### config.mk
export PLATFORM = sky130hd
export DESIGN_NAME = sch_bin_map
export DESIGN_NICKNAME = d
export VERILOG_FILES = /design/src/hw/rtl/sch_pkg.sv /design/src/hw/rtl/sch_bin_map.sv
export SDC_FILE = /design/constraint.sdc
export NUM_CORES = 1
export LEC_CHECK = 0
export BUFFER_PORTS_ARGS = -buffer_cell sky130_fd_sc_hd__buf_2
export CAP_MARGIN = 15
export CORE_UTILIZATION = 55
export DETAILED_ROUTE_END_ITERATION = 8
export GPL_ROUTABILITY_DRIVEN = 0
export PLACE_DENSITY = 0.79
export SYNTH_ARGS = -nofsm -noshare
export SYNTH_HDL_FRONTEND = slang
export SYNTH_SLANG_ARGS = --single-unit
export TNS_END_PERCENT = 100
### constraint.sdc
create_clock -name vclk -period 10.1
set_input_delay 2.02 -clock vclk [all_inputs]
set_output_delay 2.02 -clock vclk [all_outputs]
set_load 0.05 [all_outputs]
### src/hw/rtl/sch_pkg.sv
package sch_pkg;

    localparam int NumBins  = 256;
    localparam int AddrW    = $clog2(NumBins);
    localparam int CountW   = 16;
    localparam int BinW     = 10;   // widest computed bin: 255 + 2*32 + 31
    localparam int CfgIdxW  = 3;
    localparam int CfgDataW = 8;

    localparam logic [CountW-1:0] CountMax = '1;

    // request codes
    localparam logic ReqAccum = 1'b0;
    localparam logic ReqRead  = 1'b1;

    // register indexes
    localparam logic [CfgIdxW-1:0] CfgCodeCount  = 3'd0;
    localparam logic [CfgIdxW-1:0] CfgDivMode    = 3'd1;
    localparam logic [CfgIdxW-1:0] CfgMainSet    = 3'd2;
    localparam logic [CfgIdxW-1:0] CfgCellWidth  = 3'd3;
    localparam logic [CfgIdxW-1:0] CfgCellHeight = 3'd4;

    typedef enum logic [2:0] {
        DivNone  = 3'd0,
        DivVert4 = 3'd1,
        DivHorz4 = 3'd2,
        DivVert2 = 3'd3,
        DivHorz2 = 3'd4,
        DivQuad  = 3'd5
    } t_div_mode;

    typedef struct packed {
        logic [7:0] code_count;
        logic [2:0] div_mode;
        logic [1:0] main_set;
        logic [7:0] cell_width;
        logic [7:0] cell_height;
    } t_cfg;

    typedef struct packed {
        logic             upd;      // bin exists and is touched
        logic             is_read;
        logic [AddrW-1:0] addr;
    } t_bin_op;

    typedef struct packed {
        logic              en;
        logic              clear;
        logic [AddrW-1:0]  addr;
        logic [CountW-1:0] data;
    } t_bin_wr;

    // main code tables, padded with a code that never passes the range check
    localparam logic [7:0] MainTab [4][32] = '{
        '{8'd7, 8'd18, 8'd32, 8'd34, 8'd40, 8'd42, 8'd48, 8'd51,
          8'hFF, 8'hFF, 8'hFF, 8'hFF, 8'hFF, 8'hFF, 8'hFF, 8'hFF,
          8'hFF, 8'hFF, 8'hFF, 8'hFF, 8'hFF, 8'hFF, 8'hFF, 8'hFF,
          8'hFF, 8'hFF, 8'hFF, 8'hFF, 8'hFF, 8'hFF, 8'hFF, 8'hFF},
        '{8'd2, 8'd7, 8'd10, 8'd13, 8'd16, 8'd18, 8'd24, 8'd26,
          8'd32, 8'd34, 8'd40, 8'd42, 8'd45, 8'd48, 8'd51, 8'd56,
          8'hFF, 8'hFF, 8'hFF, 8'hFF, 8'hFF, 8'hFF, 8'hFF, 8'hFF,
          8'hFF, 8'hFF, 8'hFF, 8'hFF, 8'hFF, 8'hFF, 8'hFF, 8'hFF},
        '{8'd1, 8'd2, 8'd7, 8'd8, 8'd10, 8'd13, 8'd15, 8'd16,
          8'd18, 8'd22, 8'd24, 8'd26, 8'd29, 8'd32, 8'd34, 8'd36,
          8'd40, 8'd42, 8'd43, 8'd45, 8'd48, 8'd50, 8'd51, 8'd56,
          8'hFF, 8'hFF, 8'hFF, 8'hFF, 8'hFF, 8'hFF, 8'hFF, 8'hFF},
        '{8'd1, 8'd2, 8'd4, 8'd5, 8'd7, 8'd8, 8'd10, 8'd11,
          8'd13, 8'd15, 8'd16, 8'd18, 8'd21, 8'd22, 8'd24, 8'd26,
          8'd27, 8'd28, 8'd29, 8'd32, 8'd34, 8'd36, 8'd40, 8'd42,
          8'd43, 8'd45, 8'd47, 8'd48, 8'd50, 8'd51, 8'd53, 8'd56}
    };

    // {hit, position} of a code in the selected table
    function automatic logic [5:0] main_lookup(input logic [1:0] sel, input logic [7:0] code);
        logic       hit;
        logic [4:0] pos;
        hit = 1'b0;
        pos = '0;
        for (int i = 0; i < 32; i++) begin
            if (MainTab[sel][i] == code) begin
                hit = 1'b1;
                pos = 5'(i);
            end
        end
        return {hit, pos};
    endfunction

endpackage

### src/hw/rtl/sch_bin_map.sv
module sch_bin_map (
    input  sch_pkg::t_cfg    i_cfg,
    input  logic             i_req_type,
    input  logic [7:0]       i_code,
    input  logic [7:0]       i_col,
    input  logic [7:0]       i_row,
    input  logic [7:0]       i_idx,
    output sch_pkg::t_bin_op o_op,
    output logic [7:0]       o_hist_size
);
    import sch_pkg::*;

    logic [5:0]      k;
    logic [5:0]      lookup;
    logic            code_ok;
    logic            row_top;
    logic            col_left;
    logic [1:0]      rgn;
    logic [6:0]      off;
    logic [6:0]      span;
    logic [BinW-1:0] main_bin;
    logic [BinW-1:0] bin;
    logic [8:0]      hs_sum;

    function automatic logic [1:0] quarter_of(input logic [7:0] p, input logic [7:0] size);
        logic [8:0] q1;
        logic [8:0] q2;
        logic [8:0] q3;
        q1 = {3'b000, size[7:2]};
        q2 = {q1[7:0], 1'b0};
        q3 = q1 + q2;
        if ({1'b0, p} < q1) return 2'd0;
        if ({1'b0, p} < q2) return 2'd1;
        if ({1'b0, p} < q3) return 2'd2;
        return 2'd3;
    endfunction

    always_comb begin
        k        = {1'b0, i_cfg.main_set, 3'b000} + 6'd8;
        lookup   = main_lookup(i_cfg.main_set, i_code);
        code_ok  = i_code < i_cfg.code_count;
        row_top  = i_row < {1'b0, i_cfg.cell_height[7:1]};
        col_left = i_col < {1'b0, i_cfg.cell_width[7:1]};

        unique case (i_cfg.div_mode)
            DivVert4: rgn = quarter_of(i_row, i_cfg.cell_height);
            DivHorz4: rgn = quarter_of(i_col, i_cfg.cell_width);
            DivVert2: rgn = row_top ? 2'd0 : 2'd1;
            DivHorz2: rgn = col_left ? 2'd0 : 2'd1;
            DivQuad:  rgn = {!row_top, !col_left};
            default:  rgn = 2'd0;
        endcase

        // (region - 1) * K
        case (rgn)
            2'd2:    off = {1'b0, k};
            2'd3:    off = {k, 1'b0};
            default: off = '0;
        endcase

        main_bin = {2'b00, i_cfg.code_count} + {3'b000, off} + {5'b00000, lookup[4:0]};
        bin      = (lookup[5] && rgn != 2'd0) ? main_bin : {2'b00, i_code};

        unique case (i_cfg.div_mode) inside
            DivVert4, DivHorz4, DivQuad: span = {k, 1'b0} + {1'b0, k};
            DivVert2, DivHorz2:          span = {1'b0, k};
            default:                     span = '0;
        endcase
        hs_sum      = {1'b0, i_cfg.code_count} + {2'b00, span};
        o_hist_size = hs_sum[8] ? 8'hFF : hs_sum[7:0];

        if (i_req_type == ReqRead) begin
            o_op.is_read = 1'b1;
            o_op.upd     = {2'b00, i_idx} < BinW'(NumBins);
            o_op.addr    = i_idx[AddrW-1:0];
        end else begin
            o_op.is_read = 1'b0;
            o_op.upd     = code_ok && (bin < BinW'(NumBins));
            o_op.addr    = bin[AddrW-1:0];
        end
    end

endmodule

==> results of run 1 <==
final timing paths:
| kind | from | to | depth (start not counted) |
|---|---|---|---|
| hold / removal | i_req_type | o_op[8] | 2 |
| setup / recovery | i_cfg[11] | o_op[7] | 30 |
where the power goes:
| group | internal, mW | total, mW | leakage, nW | switching [mW] |
|---|---|---|---|---|
| combinational | 0.0935 | 0.251 | 2.32 | 0.158 |
| sequential | 0 | 0 | 0 | 0 |
| clock | 0 | 0 | 0 | 0 |
cells in the final DEF (no fill, tap or decap), types with 12 or more instances in the layout:
| master | count |
|---|---|
| nor2_1 | 27 |
| a21oi_1 | 42 |
| a21o_1 | 23 |
| inv_1 | 54 |
| nor3_1 | 13 |
| xor2_1 | 22 |
| buf_2 | 78 |
| xnor2_1 | 26 |
| ha_1 | 80 |
| o21ai_0 | 30 |
| nand3_1 | 12 |
| nand2_1 | 36 |
logic make-up (layout without fill, tap and decap cells):
logic type,Yosys count,count (layout),share of synthesized area (%)
AOI/OAI and AO/OA,202,202,31.8
and+or+nand+nor,175,175,22.6
buffers and inverters,93,134,10.4
adders and majority gates,86,86,25.4
xor gates and xnor gates,48,48,9.53
muxes,1,1,0.227
final cells by class:
class / count / area, um2 / share of cell area (%)
inverters: 54 / 203 / 4.32
multi-input cells: 512 / 3950 / 84.3
repair buffers: 80 / 405 / 8.65
well taps: 102 / 128 / 2.72
routing by layer:
layer	wire length [um]	global-route usage, %	part of all wire, %	up-vias
met5	0	0	0	-
met4	199	6.35	1.8	0
met3	563	1.68	5.1	23
met2	5410	47.3	49	158
met1	4870	34.6	44	2173
li1	-	-	-	2312
per-stage QoR:
step | cells | power, mW | instance area [um2] | hold slack [ns]
5_1_grt | 748 | 0.281 | 4690 | 4.36
4_1_cts | 748 | 0.250 | 4690 | 4.35
6_report | 748 | 0.251 | 4690 | 4.36
2_1_floorplan | 605 | 0.194 | 4410 | 4.21
3_5_place_dp | 748 | 0.249 | 4690 | 4.35
3_3_place_gp | 748 | 0.239 | 4690 | 4.35
worst max-delay path: cells and delay by family:
family          cells  cell delay [ns]
compound gates     12             2.05
fa+ha+maj           4             1.38
simple gates        7             1.02
buf+inv             5             0.63
xor+xnor            2             0.23
==> run metrics, run 1 <==
slew margin rel.=33.7%; Area Growth Syn to Fin=6.30%; Yosys cell types=73; Fin. Hold Viols=0; Setup CP Type=input pin to output port; # setup viols final=0; setup ws final=slightly above 0.7 ns; IO Count=80; TritonRoute pass-1 iters=5; DR DRC count=0; die area=8380 um2; fin nets=just under 800; number of clock-tree buffers in the layout=0; CP endpoint kind=output port; Mean Syn Cell Area=7.29 um2; first-pass GRT wire length=roughly 19000 um; WP data required=a little over 8 ns; Slew Viols, Final=0; Hold Path Class=input pin to output port; Starting Density=57.1%; syn_nets=approximately 750; element type at the critical path start=input pin; Sequential Area=0 um2; via count=4666; GR Util All Layers=26.6%; pin count of the biggest net entering global routing=47; setup TNS=0 ns; Synth area leaders=ha_1 (23%), xnor2_1 (5.2%), a21oi_1 (4.8%); Peak supply drop=0.0000324 V; Core Area=7730 um2; die height=a little over 90 um; hpwl dp=between 8000 and 9000 um; Leakage=around 2.3 nW; RSZ-0062 raised after global routing=false; post-synth top area cell=ha_1; Power Dens Cells=around 54 nW/um2; crit path max-delay cell type=fa_1; share of cells above drive strength 1=14.6%; sequential cells=0; routed vias/inst=6.24; Max-Cap Viols=0; crit path time final=approximately 9.4 ns; Congestion Overflow GR=0; wire per inst=between 10 and 15 um; antenna cells=0; Seq/Total Area, Yosys=0%; period utilisation layout=between 90 and 100%; CP peak stage delay=roughly 0.49 ns; share of the synthesized area in the top cell type=between 20% and 30%; initial antenna violation count=0; worst-margin pin slew=slightly below 1 ns; Ys Warns=0; pre-CTS setup slack=0.767 ns; port buffer count=78; Crit path top cell by count=a21oi_1; vias in the first global route=approximately 4500; Worst EP arrival=7.36 ns; Starting DRT DRC Count=between 200 and 300; drt total wl=around 11000 um; Setup Fix Bufs, Post-CTS=0; # fillers=a little over 700; fin util=between 60% and 70%; Syn Inst Count=605; Post-CTS Hold Fix Bufs=0; crit-path max FO=4; row cnt=32; Mapped Area=between 4000 and 5000 um2; max frequency=107 MHz; synth cell count leaders=ha_1 (80), inv_1 (54), a21oi_1 (42); die width=91.5 um; status=completed; post-cts sizing count=0; top-count cell post-synth=ha_1; Routed Antenna Nets=0
No activity file was read; power rests on OpenSTA's default activity.
==> run 2, diff against run 1 <==
- CORE_UTILIZATION: 55 -> 41
- PLACE_DENSITY: 0.79 -> unset
==> run 2 against run 1 <==
Against the previous run: via count decreased by 3.2%; non-clock buffer count unchanged; clock-buffer cell count stayed put; global-route usage fell by 6.3 points; critical path depth is the same; worst setup slack improved by 0.065 ns; cell count grew 4.5%; critical endpoint unchanged; first-iteration DRC count is 0.75% higher; fmax up 0.70%; die area up 33%.
==> run metrics, run 2 (synthesized netlist as in run 1, its figures left out) <==
status=completed; Starting DRT DRC Count=268 (+0.75%); Fin. Hold Viols=0 (unchanged); period utilisation layout=92.2% (-0.64 points); Starting Density=42.5% (-15 points); Switching Power=158 uW (about the same); CP peak stage delay=0.49 ns (about the same); routed vias/inst=5.78 (-7.4%); share of cells above drive strength 1=14.6% (unchanged); family with the most delay on the worst path=compound AO/OA/AOI/OAI gates; hpwl dp=9050 um (+3.6%); Final Non-Filler Cells=782 (+4.5%); register share of total power=0% (unchanged); crit-path max FO=4 (unchanged); DR DRC count=0 (unchanged); worst-margin pin slew=1.04 ns (+0.0487 ns); Switching Share=62.8% (about the same); port buffer count=78 (unchanged); Setup Fix Bufs, Post-CTS=0 (unchanged); wire per inst=14.7 um (-0.61%); Congestion Overflow GR=0 (unchanged); Setup CP Type=input pin to output port; # setup viols final=0 (unchanged); crit path max-delay cell type=fa_1; commonest non-fill, non-tap cells in the layout=ha_1 (80), buf_2 (78), inv_1 (54), a21oi_1 (42), nand2_1 (36); TritonRoute pass-1 iters=4 (-1); Peak supply drop=0.0000265 V (-18%); Sequential Area=0 um2 (unchanged); IO Count=80 (unchanged); initial antenna violation count=0 (unchanged); Post-CTS Hold Fix Bufs=0 (unchanged); drt total wl=11500 um (+3.9%); Worst Path Buf+Inv=5 (unchanged); Area Growth Syn to Fin=7.26%; slew margin rel.=30.4% (-3.3 points); post-cts sizing count=0 (unchanged); vias in the first global route=4307 (-3.6%); element type at the critical path start=input pin; sequential cells=0 (unchanged); commonest non-fill, non-tap cell in the layout=ha_1; crit path time final=9.32 ns (-0.0648 ns); WP data required=8.08 ns (about the same); Core Area=10400 um2 (+34%); Max-Cap Viols=0 (unchanged); fin util=45.6% (-15 points); clock network power share=0% (unchanged); die area=11200 um2 (+33%); Crit path top cell by count=a21oi_1; Hold Path Class=input pin to output port; Power Dens Cells=53.1 nW/um2 (-0.82%); Leakage=2.32 nW (unchanged); GR Util All Layers=20.3% (-6.3 points); row cnt=37 (+16%); Combinational Power Share=100.0% (about the same); die width=106 um (+15%); CP endpoint kind=output port; number of clock-tree buffers in the layout=0 (unchanged); Inst Count DP=782 (+4.5%); Routed Antenna Nets=0 (unchanged); die height=106 um (+15%); max frequency=107 MHz (+0.70%); Pint=93.5 uW (about the same); setup TNS=0 ns (unchanged); RSZ-0062 raised after global routing=false; Total Power=251 uW (about the same); antenna cells=0 (unchanged); Slew Viols, Final=0 (unchanged); first-pass GRT wire length=19400 um (+0.86%); via count=4517 (-3.2%); pin count of the biggest net entering global routing=47 (unchanged); Worst EP arrival=7.30 ns (-0.06 ns); fin nets=796 (unchanged)
[run 2: per-layer routing]
layer	part of all wire (%)	wire length, um	track usage (%)
met1	47	5350	26.3
met2	48	5460	36.8
met3	3.9	446	1.24
met4	1.9	223	3.97
met5	0	0	0
[run 2: power by group through the flow]
| stage | clock network (mW) | registers, mW | logic [mW] |
|---|---|---|---|
| after CTS | 0 | 0 | 0.252 |
| after global routing | 0 | 0 | 0.282 |
| after detailed placement | 0 | 0 | 0.250 |
| after global placement | 0 | 0 | 0.244 |
| after floorplan | 0 | 0 | 0.194 |
| final | 0 | 0 | 0.251 |
[run 2: worst paths after layout]
path / from / end / slack [ns] / depth (start not counted)
worst max-delay path: i_cfg[11] / o_op[7] / 0.78 / 30
worst min-delay path: i_req_type / o_op[8] / 4.36 / 2
[run 2: through the flow]
| step | area (um2) | setup slack, ns | hold WS (ns) |
|---|---|---|---|
| after CTS | 4730 | 0.772 | 4.36 |
| final | 4730 | 0.784 | 4.36 |
| after detailed placement | 4730 | 0.784 | 4.36 |
| after global placement | 4730 | 0.824 | 4.35 |
| after floorplan | 4410 | 1.01 | 4.21 |
| after global routing | 4730 | 0.391 | 4.37 |
[run 2: layout make-up]
class,instances,area [um2]
Fill cell,1094,5640
Timing Repair Buffer,80,405
Inverter,54,203
Tap cell,136,170
Multi-Input combinational cell,512,3950
